## config.mk

```make
export PLATFORM = sky130hd
export DESIGN_NAME = chgs_ctrl
export DESIGN_NICKNAME = d
export VERILOG_FILES = /design/src/rtl/core/chgs_pkg.sv /design/src/rtl/core/chgs_ctrl.sv
export SDC_FILE = /design/constraint.sdc
export NUM_CORES = 1
export LEC_CHECK = 0
export ABC_AREA = 1
export BUFFER_PORTS_ARGS = -buffer_cell sky130_fd_sc_hd__buf_2
export CORE_ASPECT_RATIO = 1.5
export CORE_MARGIN = 1
export CORE_UTILIZATION = 45
export DETAILED_ROUTE_END_ITERATION = 7
export PLACE_DENSITY_LB_ADDON = 0.15
export SLEW_MARGIN = 10
export SYNTH_ARGS = -nofsm -noshare
export SYNTH_HDL_FRONTEND = slang
export SYNTH_SLANG_ARGS = --single-unit
```

## constraint.sdc

```tcl
create_clock -name clk -period 2.2 [get_ports clk]
set_clock_uncertainty 0.1 [all_clocks]
set_input_delay 0 -clock clk [delete_from_list [all_inputs] [get_ports clk]]
set_output_delay 0 -clock clk [all_outputs]
set_load 0.01 [all_outputs]
```

## src/rtl/core/chgs_pkg.sv

```systemverilog
// Package with the shared types and constants of the convex hull core.
package chgs_pkg;

  localparam int DEF_MAX_POINTS = 64;
  localparam int DEF_COORD_BITS = 16;
  localparam int HULL_SIZE_BITS = 7;

  typedef enum logic [5:0] {
    ST_LOAD,
    ST_PV_RD,
    ST_PV_FIRST,
    ST_PV_SCAN,
    ST_SI_FILL,
    ST_SO_NEXT,
    ST_SO_KEY,
    ST_SO_KEYPT,
    ST_SO_CHK,
    ST_SO_PREV,
    ST_SO_PREVPT,
    ST_SO_GO,
    ST_SO_WAIT,
    ST_SO_PUT,
    ST_SC_NEXT,
    ST_SC_T,
    ST_SC_TPT,
    ST_SC_CHK,
    ST_SC_R2,
    ST_SC_R1,
    ST_SC_R0,
    ST_SC_GO,
    ST_SC_WAIT,
    ST_SC_PUSH,
    ST_CL_RD,
    ST_CL_PT,
    ST_CL_LD,
    ST_DU_RD,
    ST_DU_PT,
    ST_DU_CMP,
    ST_EM_RD,
    ST_EM_PT,
    ST_EM_OUT
  } state_t;

  typedef struct packed {
    logic pt_we;
    logic pt_re;
    logic ord_we;
    logic ord_re;
    logic stk_we;
    logic stk_re;
    logic ld_a;
    logic ld_b;
    logic ld_c;
    logic ar_go;
    logic out_ld;
    logic out_last;
    logic out_ovf;
  } cmd_t;

  typedef struct packed {
    logic piv_less;
    logic ar_done;
    logic cross_pos;
    logic cross_zero;
    logic closer;
    logic same_c;
    logic out_free;
  } sts_t;

endpackage

```

## src/rtl/core/chgs_ctrl.sv

```systemverilog
// Controller: sequences loading, pivot search, insertion sort, Graham scan and emission.
module chgs_ctrl #(
  parameter int MAX_POINTS = chgs_pkg::DEF_MAX_POINTS,
  parameter int IW         = $clog2(MAX_POINTS),
  parameter int CW         = $clog2(MAX_POINTS + 1)
) (
  input  logic                                clk,
  input  logic                                rst_n,
  input  logic                                in_tvalid,
  output logic                                in_tready,
  input  logic                                in_tlast,
  output chgs_pkg::cmd_t                      cmd,
  input  chgs_pkg::sts_t                      sts,
  output logic [IW-1:0]                       pt_addr,
  output logic [IW-1:0]                       ord_addr,
  output logic [IW-1:0]                       ord_wdata,
  input  logic [IW-1:0]                       ord_rdata,
  output logic [IW-1:0]                       stk_addr,
  output logic [IW-1:0]                       stk_wdata,
  input  logic [IW-1:0]                       stk_rdata,
  output logic [chgs_pkg::HULL_SIZE_BITS-1:0] hull_size
);
  import chgs_pkg::*;

  state_t state_r, state_nxt;
  logic [CW-1:0] cnt_r, cnt_nxt;
  logic [CW-1:0] i_r, i_nxt;
  logic [CW-1:0] j_r, j_nxt;
  logic [CW-1:0] sp_r, sp_nxt;
  logic [IW-1:0] key_r, key_nxt;
  logic [IW-1:0] prev_r, prev_nxt;
  logic [IW-1:0] t_r, t_nxt;
  logic drop_r, drop_nxt;
  logic close_r, close_nxt;

  logic in_acc, has_room, i_at_end, i_at_last, key_first, pop_limit_ok;
  logic [CW-1:0] i_p1, j_m1, sp_m1, sp_m2;

  assign in_acc    = in_tvalid && (state_r == ST_LOAD);
  assign has_room  = cnt_r < CW'(MAX_POINTS);
  assign i_p1      = i_r + CW'(1);
  assign j_m1      = j_r - CW'(1);
  assign sp_m1     = sp_r - CW'(1);
  assign sp_m2     = sp_r - CW'(2);
  assign i_at_end  = i_r == cnt_r;
  assign i_at_last = i_p1 == cnt_r;
  // Sort order: strict left turn first, closer point first when collinear.
  assign key_first = sts.cross_pos || (sts.cross_zero && sts.closer);
  // The closing pass keeps at least two points on the stack.
  assign pop_limit_ok = close_r ? (sp_r > CW'(2)) : (sp_r > CW'(1));

  always_ff @(posedge clk) begin
    if (!rst_n) begin
      state_r <= ST_LOAD;
      cnt_r   <= '0;
      drop_r  <= 1'b0;
      sp_r    <= '0;
      i_r     <= '0;
      j_r     <= '0;
      close_r <= 1'b0;
    end else begin
      state_r <= state_nxt;
      cnt_r   <= cnt_nxt;
      drop_r  <= drop_nxt;
      sp_r    <= sp_nxt;
      i_r     <= i_nxt;
      j_r     <= j_nxt;
      close_r <= close_nxt;
    end
  end

  always_ff @(posedge clk) begin
    key_r  <= key_nxt;
    prev_r <= prev_nxt;
    t_r    <= t_nxt;
  end

  // Next state and loop counters.
  always_comb begin
    state_nxt = state_r;
    cnt_nxt   = cnt_r;
    drop_nxt  = drop_r;
    sp_nxt    = sp_r;
    i_nxt     = i_r;
    j_nxt     = j_r;
    close_nxt = close_r;
    key_nxt   = key_r;
    prev_nxt  = prev_r;
    t_nxt     = t_r;
    unique case (state_r)
      ST_LOAD: begin
        if (in_acc) begin
          if (has_room) begin
            cnt_nxt = cnt_r + CW'(1);
          end else begin
            drop_nxt = 1'b1;
          end
          if (in_tlast) begin
            state_nxt = ST_PV_RD;
          end
        end
      end
      ST_PV_RD: state_nxt = ST_PV_FIRST;
      ST_PV_FIRST: begin
        if (cnt_r == CW'(1)) begin
          i_nxt     = '0;
          state_nxt = ST_SI_FILL;
        end else begin
          i_nxt     = CW'(1);
          state_nxt = ST_PV_SCAN;
        end
      end
      ST_PV_SCAN: begin
        if (i_at_last) begin
          i_nxt     = '0;
          state_nxt = ST_SI_FILL;
        end else begin
          i_nxt = i_p1;
        end
      end
      ST_SI_FILL: begin
        if (i_at_last) begin
          i_nxt     = CW'(1);
          state_nxt = ST_SO_NEXT;
        end else begin
          i_nxt = i_p1;
        end
      end
      ST_SO_NEXT: begin
        if (i_at_end) begin
          i_nxt     = '0;
          sp_nxt    = '0;
          close_nxt = 1'b0;
          state_nxt = ST_SC_NEXT;
        end else begin
          state_nxt = ST_SO_KEY;
        end
      end
      ST_SO_KEY: begin
        key_nxt   = ord_rdata;
        j_nxt     = i_r;
        state_nxt = ST_SO_KEYPT;
      end
      ST_SO_KEYPT: state_nxt = ST_SO_CHK;
      ST_SO_CHK: state_nxt = (j_r == '0) ? ST_SO_PUT : ST_SO_PREV;
      ST_SO_PREV: begin
        prev_nxt  = ord_rdata;
        state_nxt = ST_SO_PREVPT;
      end
      ST_SO_PREVPT: state_nxt = ST_SO_GO;
      ST_SO_GO: state_nxt = ST_SO_WAIT;
      ST_SO_WAIT: begin
        if (sts.ar_done) begin
          if (key_first) begin
            j_nxt     = j_m1;
            state_nxt = ST_SO_CHK;
          end else begin
            state_nxt = ST_SO_PUT;
          end
        end
      end
      ST_SO_PUT: begin
        i_nxt     = i_p1;
        state_nxt = ST_SO_NEXT;
      end
      ST_SC_NEXT: state_nxt = i_at_end ? ST_CL_RD : ST_SC_T;
      ST_SC_T: begin
        t_nxt     = ord_rdata;
        state_nxt = ST_SC_TPT;
      end
      ST_SC_TPT: state_nxt = ST_SC_CHK;
      ST_SC_CHK: begin
        if (pop_limit_ok) begin
          state_nxt = ST_SC_R2;
        end else begin
          state_nxt = close_r ? ST_DU_RD : ST_SC_PUSH;
        end
      end
      ST_SC_R2: state_nxt = ST_SC_R1;
      ST_SC_R1: state_nxt = ST_SC_R0;
      ST_SC_R0: state_nxt = ST_SC_GO;
      ST_SC_GO: state_nxt = ST_SC_WAIT;
      ST_SC_WAIT: begin
        if (sts.ar_done) begin
          if (!sts.cross_pos) begin
            sp_nxt    = sp_m1;
            state_nxt = ST_SC_CHK;
          end else begin
            state_nxt = close_r ? ST_DU_RD : ST_SC_PUSH;
          end
        end
      end
      ST_SC_PUSH: begin
        sp_nxt    = sp_r + CW'(1);
        i_nxt     = i_p1;
        state_nxt = ST_SC_NEXT;
      end
      ST_CL_RD: begin
        close_nxt = 1'b1;
        state_nxt = ST_CL_PT;
      end
      ST_CL_PT: state_nxt = ST_CL_LD;
      ST_CL_LD: state_nxt = ST_SC_CHK;
      ST_DU_RD: begin
        i_nxt     = '0;
        state_nxt = (sp_r == CW'(2)) ? ST_DU_PT : ST_EM_RD;
      end
      ST_DU_PT: state_nxt = ST_DU_CMP;
      ST_DU_CMP: begin
        if (sts.same_c) begin
          sp_nxt = CW'(1);
        end
        state_nxt = ST_EM_RD;
      end
      ST_EM_RD: state_nxt = ST_EM_PT;
      ST_EM_PT: state_nxt = ST_EM_OUT;
      ST_EM_OUT: begin
        if (sts.out_free) begin
          if (i_p1 == sp_r) begin
            cnt_nxt   = '0;
            drop_nxt  = 1'b0;
            state_nxt = ST_LOAD;
          end else begin
            i_nxt     = i_p1;
            state_nxt = ST_EM_RD;
          end
        end
      end
      default: state_nxt = ST_LOAD;
    endcase
  end

  // Commands and addresses.
  always_comb begin
    cmd       = '0;
    in_tready = 1'b0;
    pt_addr   = '0;
    ord_addr  = '0;
    ord_wdata = '0;
    stk_addr  = '0;
    stk_wdata = t_r;
    unique case (state_r)
      ST_LOAD: begin
        in_tready  = 1'b1;
        cmd.pt_we  = in_acc && has_room;
        pt_addr    = cnt_r[IW-1:0];
      end
      ST_PV_RD: begin
        cmd.pt_re = 1'b1;
      end
      ST_PV_FIRST: begin
        cmd.ld_a  = 1'b1;
        cmd.pt_re = 1'b1;
        pt_addr   = IW'(1);
      end
      ST_PV_SCAN: begin
        cmd.ld_a  = sts.piv_less;
        cmd.pt_re = !i_at_last;
        pt_addr   = i_p1[IW-1:0];
      end
      ST_SI_FILL: begin
        cmd.ord_we = 1'b1;
        ord_addr   = i_r[IW-1:0];
        ord_wdata  = i_r[IW-1:0];
      end
      ST_SO_NEXT: begin
        cmd.ord_re = !i_at_end;
        ord_addr   = i_r[IW-1:0];
      end
      ST_SO_KEY: begin
        cmd.pt_re = 1'b1;
        pt_addr   = ord_rdata;
      end
      ST_SO_KEYPT: cmd.ld_b = 1'b1;
      ST_SO_CHK: begin
        cmd.ord_re = j_r != '0;
        ord_addr   = j_m1[IW-1:0];
      end
      ST_SO_PREV: begin
        cmd.pt_re = 1'b1;
        pt_addr   = ord_rdata;
      end
      ST_SO_PREVPT: cmd.ld_c = 1'b1;
      ST_SO_GO: cmd.ar_go = 1'b1;
      ST_SO_WAIT: begin
        cmd.ord_we = sts.ar_done && key_first;
        ord_addr   = j_r[IW-1:0];
        ord_wdata  = prev_r;
      end
      ST_SO_PUT: begin
        cmd.ord_we = 1'b1;
        ord_addr   = j_r[IW-1:0];
        ord_wdata  = key_r;
      end
      ST_SC_NEXT: begin
        cmd.ord_re = !i_at_end;
        ord_addr   = i_r[IW-1:0];
      end
      ST_SC_T: begin
        cmd.pt_re = 1'b1;
        pt_addr   = ord_rdata;
      end
      ST_SC_TPT: cmd.ld_c = 1'b1;
      ST_SC_CHK: begin
        cmd.stk_re = pop_limit_ok;
        stk_addr   = sp_m2[IW-1:0];
      end
      ST_SC_R2: begin
        cmd.pt_re  = 1'b1;
        pt_addr    = stk_rdata;
        cmd.stk_re = 1'b1;
        stk_addr   = sp_m1[IW-1:0];
      end
      ST_SC_R1: begin
        cmd.ld_a  = 1'b1;
        cmd.pt_re = 1'b1;
        pt_addr   = stk_rdata;
      end
      ST_SC_R0: cmd.ld_b = 1'b1;
      ST_SC_GO: cmd.ar_go = 1'b1;
      ST_SC_WAIT: ;
      ST_SC_PUSH: begin
        cmd.stk_we = 1'b1;
        stk_addr   = sp_r[IW-1:0];
      end
      ST_CL_RD: cmd.stk_re = 1'b1;
      ST_CL_PT: begin
        cmd.pt_re = 1'b1;
        pt_addr   = stk_rdata;
      end
      ST_CL_LD: cmd.ld_c = 1'b1;
      ST_DU_RD: begin
        cmd.stk_re = 1'b1;
        stk_addr   = IW'(1);
      end
      ST_DU_PT: begin
        cmd.pt_re = 1'b1;
        pt_addr   = stk_rdata;
      end
      ST_DU_CMP: ;
      ST_EM_RD: begin
        cmd.stk_re = 1'b1;
        stk_addr   = i_r[IW-1:0];
      end
      ST_EM_PT: begin
        cmd.pt_re = 1'b1;
        pt_addr   = stk_rdata;
      end
      ST_EM_OUT: begin
        cmd.out_ld   = sts.out_free;
        cmd.out_last = i_p1 == sp_r;
        cmd.out_ovf  = drop_r;
      end
      default: ;
    endcase
  end

  assign hull_size = HULL_SIZE_BITS'(sp_r);

endmodule

```

### Yosys cells after proc, flatten, opt, wreduce, memory -nomap -nowiden

Index checks and enable logic that the tools add are counted.

| word-level totals | value |
|---|---|
| flip-flop bits (word level) | 54 |
| logic and storage cells | 168 |
| output and inout bits | 51 |

| cells by class | value |
|---|---|
| multiplexer cells | 61 |
| magnitude comparators | 3 |
| reductions and logical operators | 36 |
| equal/unequal tests | 52 |
| add/sub/neg operators | 6 |

Operators by type and width:

| cell | count |
|---|---|
| $pmux 6 s32 | 1 |
| $mux 7 | 14 |
| $eq 6x5->1 const B | 16 |
| $pmux 6 s5 | 2 |
| $pmux 7 s7 | 1 |
| $eq 6x4->1 const B | 8 |
| $mux 6 | 7 |
| $pmux 6 s3 | 2 |
| $ne 2x2->1 const B | 15 |
| $pmux 7 s2 | 2 |
| $pmux 7 s4 | 1 |
| $eq 6x3->1 const B | 4 |
| $add 7x1->7 const B | 3 |
| $eq 7x7->1 | 3 |
| $mux 4 | 4 |
| $reduce_or 2->1 | 8 |
| $reduce_and 5->1 | 3 |
| $pmux 1 s2 | 7 |
| $reduce_bool 7->1 | 2 |
| $sub 7x1->7 const B | 2 |
| $mux 1 | 13 |
| $eq 6x2->1 const B | 2 |
| $mux 3 | 4 |
| $mux 5 | 2 |
| other kinds (24) | 32 |

### Depth between registers and ports, before layout

| logic depth | value |
|---|---|
| word-level depth | 5 |
| gate-level depth with buffers | 17 |
| mapped depth without buffers | 17 |

### Worst setup path after synthesis

No wires, ideal clock.

| timing path | value |
|---|---|
| path kind | register to register |
| start | register i_r[0] |
| end | register cnt_r[1] |
| stages on the path, launching flop included | 17 |
| buffers on the path | 0 |
| arrival | 1.671 ns |
| slack | 0.313 ns |
| library setup time | 0.115 ns |
| data required time | 1.985 ns |
| cell sequence | dfxtp_1 > ha_1 > inv_1 > nand2_1 > nand2_1 > nand2_1 > nand2_1 > nor2_1 > nand2_1 > nor2_1 > nand2_2 > nand2_1 > nand3_2 > inv_2 > nand2_1 > o21ai_1 > nor2_1 |

| between the ends | value |
|---|---|
| word-level cells in the longest chain between the ends | 4 |

Ends and longest elaborated chain:

| what | line | source |
|---|---|---|
| from (decl) | chgs_ctrl.sv:27 | `logic [CW-1:0] i_r, i_nxt;` |
| from (signal assigned) | chgs_ctrl.sv:66 | `i_r <= i_nxt;` |
| $add 7x1->7 | chgs_ctrl.sv:41 | `assign i_p1 = i_r + CW'(1);` |
| $eq 7x7->1 | chgs_ctrl.sv:219 | `if (i_p1 == sp_r) begin` |
| $ne 2x2->1 (no line) | n/a |  |
| $reduce_and 5->1 (no line) | n/a |  |
| to (signal assigned) | chgs_ctrl.sv:63 | `cnt_r <= cnt_nxt;` |
| to (decl) | chgs_ctrl.sv:26 | `logic [CW-1:0] cnt_r, cnt_nxt;` |

Every way passes these cells.
A chain may end at the register's enable or synchronous reset.

==> results.py <==
metrics = {
    "sta": {
        "worst_pin_slew_ns": 0.730,
        "slew_viol_final": 0,
        "fmax_mhz": 464,
        "max_slew_margin_pct": 51.3,
        "post-route-period-util_pct": 97.9,
        "rsz0062_at_grt": "yes",
        "period_needed_ns": 2.15,
        "finalSetupTns_ns": 0,
        "hold_violations": 0,
        "finalSetupViolCount": 0,
    },
    "global_route": {
        "antenna_found_initial": 0,
        "met3_usage_pct": 3.30,
        "track_usage_pct": 30.9,
        "grtUsageMet2_pct": 55.0,
        "grt_overflow": 0,
        "grt_first_pass_wirelength_um": 25200,
        "grt_pass1_vias": 4941,
        "top_usage_layer": "met2",
        "grt_use_met1_pct": 36.6,
        "grt_max_degree": 18,
    },
    "detailed_routing": {
        "drc_errors": 4,
        "totalWireLength_um": 16400,
        "drtAntennaViolNets": 0,
        "drtIter0Drc": 350,
        "viasPerCell": 5.57,
        "wl_per_cell_um": 17.3,
        "drtPass1Iterations": 7,
        "vias": 5276,
    },
    "place": {
        "dp_hpwl_um": 12800,
        "place.gp.congestion": 0.955,
        "io_buffers": 73,
        "placed_cell_area_sq_um": 5300,
    },
    "setup_path": {
        "ff2ff_setup_slack_ns": 0.11,
        "cp_common_cell": "nand2_1",
        "crit_chain": "ha_4 -> xnor2_1 -> nand2_1 -> a21oi_1 -> nand3_1 -> nor2_1 -> nand2_1 -> buf_4 -> nand2_2 -> buf_6 -> nand4_1 -> buf_2",
        "r2r_cells": 13,
        "path_max_fanout": 4,
        "endpoint_kind": "primary output",
        "slowest_delay_ns": 0.36,
        "rr_endpoint": "state_r[4]",
        "critPathLaunchType": "flop",
        "r2r_start": "i_r[1]",
        "slowest_stage": "dfxtp_4",
        "crit_required_ns": 2.10,
        "cp_data_arrival_time_ns": 2.05,
        "crit_type": "flop to primary output",
    },
    "yosys": {
        "synth_cell_types": 56,
        "syn_nets": 734,
        "synth-seq-area-share_pct": 27.7,
        "avgSynthCellArea_sq_um": 6.50,
        "yosysWarningCount": 0,
        "ys_ff_latch": 54,
        "netlist_instances": 700,
        "syn_area_sq_um": 4550,
    },
    "clock_network": {
        "cts_buffer_depth": 2,
        "clock-sinks": 54,
        "root_buffer": "clkbuf_16",
        "clock_latency_ns": 0.31,
        "numCtsBuffers": 5,
        "h-tree-depth": 2,
        "tritoncts": "built",
        "clk_pin_slew_ns": 0.08,
    },
    "final_layout": {
        "nets": 866,
        "stdcell_area_sq_um": 5810,
        "synthToLayoutAreaGrowth_pct": 27.8,
        "multi_input_area_sq_um": 2930,
        "layout.area.seq_sq_um": 1290,
        "antenna_cells": 0,
        "nFillCells": 951,
        "drive_gt1_share_pct": 29.4,
    },
    "die": {
        "num_rows": 44,
        "num_io_pins": 74,
        "die_area_sq_um": 10500,
        "dieWidth_um": 84.1,
        "core_area_sq_um": 9740,
        "initial_core_util_pct": 46.7,
        "dieHeight_um": 125,
    },
    "worst_hold_path": {
        "min_to": "drop_r",
        "hold_path.class": "input port to flop",
        "min-delay-start": "in_tvalid",
        "min_path_cells": 5,
    },
    "power": {
        "peakVddDrop_uv": 501,
        "power-per-cell-area_nw_per_um2": 725,
        "p_leak_nw": 2.99,
    },
    "run_status": {
        "status": "complete, but fails checks",
        "violations": "design-rule violations",
    },
    "job": {
        "cap_violations": 0,
    },
}
==> per-stage QoR <==
step | std cells | worst slack (ns) | util [%] | total power (W) | hold WS (ns)
floorplan | 700 | 0.313 | - | 0.00240 | -0.0129
global placement | 918 | 0.0113 | 54.4 | 0.00295 | 0.129
detailed placement | 918 | -0.0189 | 54.4 | 0.00295 | 0.133
CTS | 935 | -0.0134 | 57.5 | 0.00394 | 0.0400
global route | 948 | -0.0650 | 59.6 | 0.00443 | 0.0929
finish | 948 | 0.0458 | 59.6 | 0.00422 | 0.0342
==> placed cells by master, fill, tap and decap left out, types with 18 or more instances in the layout <==
cell and n:
nand3_1 50, nor2_1 55, buf_2 73, o21ai_0 26, inv_1 74, edfxtp_1 18
a21oi_1 34, nand2_1 205, inv_2 20, buf_4 56, dfxtp_1 23
==> cells by family after synthesis <==
group | after synthesis | synth area share [%]
xor gates and xnor gates | 17 | 3.77
DFF | 54 | 27.7
buffers and inverters | 113 | 10.3
adders and majority gates | 11 | 3.03
and+or+nand+nor | 396 | 40.4
AOI/OAI and AO/OA | 109 | 14.8
==> routing by layer <==
layer	wire length [um]	part of all wire, %
met3	949	5.8
met4	712	4.3
met5	0	0
met1	6490	40
met2	8230	50
==> sequential cells by signal (all words and copies together), names as in the netlist, 6 cells and up <==
signal,cells
cnt_r,7
hull_size,7
i_r,7
j_r,7
key_r,6
prev_r,6
state_r,6
stk_wdata,6
==> area by class of cell <==
type / instances / area share [%]
multi-input combinational: 533 / 50.4
sequential: 54 / 22.2
timing repair buffer: 141 / 15.7
inverter: 97 / 6.40
tap: 115 / 2.48
clock buffer: 5 / 2.15
clock inverter: 3 / 0.732
==> repair_timing <==
| action | 4_1_cts | 5_1_grt |
|---|---|---|
| buffers inserted | 0 | 13 |
| setup endpoints to repair | 14 | 38 |
| pin swaps | 0 | 11 |
| endpoints found under the hold margin | 22 | 0 |
| resized for setup | 11 | 37 |
| hold buffers | 9 | 0 |
==> worst max-delay path, delay by kind of cell, from the launching register on <==
family	cells	cell delay, ns
xor+xnor	1	0.11
compound gates	1	0.11
buf+inv	3	0.39
simple gates	6	0.48
flops	1	0.36
fa+ha+maj	1	0.28
==> worst max path at each step <==
stage / startpoint / to / slack, ns
finish: i_r[1] / cmd[11] / 0.05
global route: i_r[1] / cmd[11] / -0.06
CTS: state_r[5] / pt_addr[2] / -0.01
detailed placement: i_r[2] / cnt_r[3] / -0.02
global placement: i_r[2] / state_r[4] / 0.01
floorplan: i_r[0] / cnt_r[1] / 0.31
==> report_power, final <==
group / internal, W / switching [W]
logic: 0.000803 / 0.00119
clock network: 0.000540 / 0.000415
registers: 0.00113 / 0.000131
total: 0.00247 / 0.00174
==> synthesized netlist by cell type, drive strengths merged <==
cell     instances  share of area [%]
a211oi           3               0.50
a21boi           1               0.17
a21oi           37                4.4
a221oi           1               0.19
a22oi            7                1.2
a31oi            3               0.41
a32o             1               0.22
and2             1               0.14
and3             2               0.28
buf             13                2.0
clkbuf           3               0.28
clkinv           1              0.082
dfxtp           36                 16
edfxtp          18                 12
ha              11                3.0
inv             96                8.0
nand2          227                 20
nand2b           1               0.14
nand3           62                8.0
nand3b           1               0.17
nand4           14                2.1
nor2            69                6.7
nor3            15                2.4
nor4             1               0.14
o2111ai          6                1.2
o211a            1               0.22
o211ai           9                1.5
o21ai           32                3.6
o21bai           3               0.50
o221ai           1               0.19
o22ai            2               0.28
o31ai            1               0.17
o32ai            1               0.19
or2              3               0.41
xnor2            7                1.7
xor2            10                2.1
(Power assumes the default switching activity.)
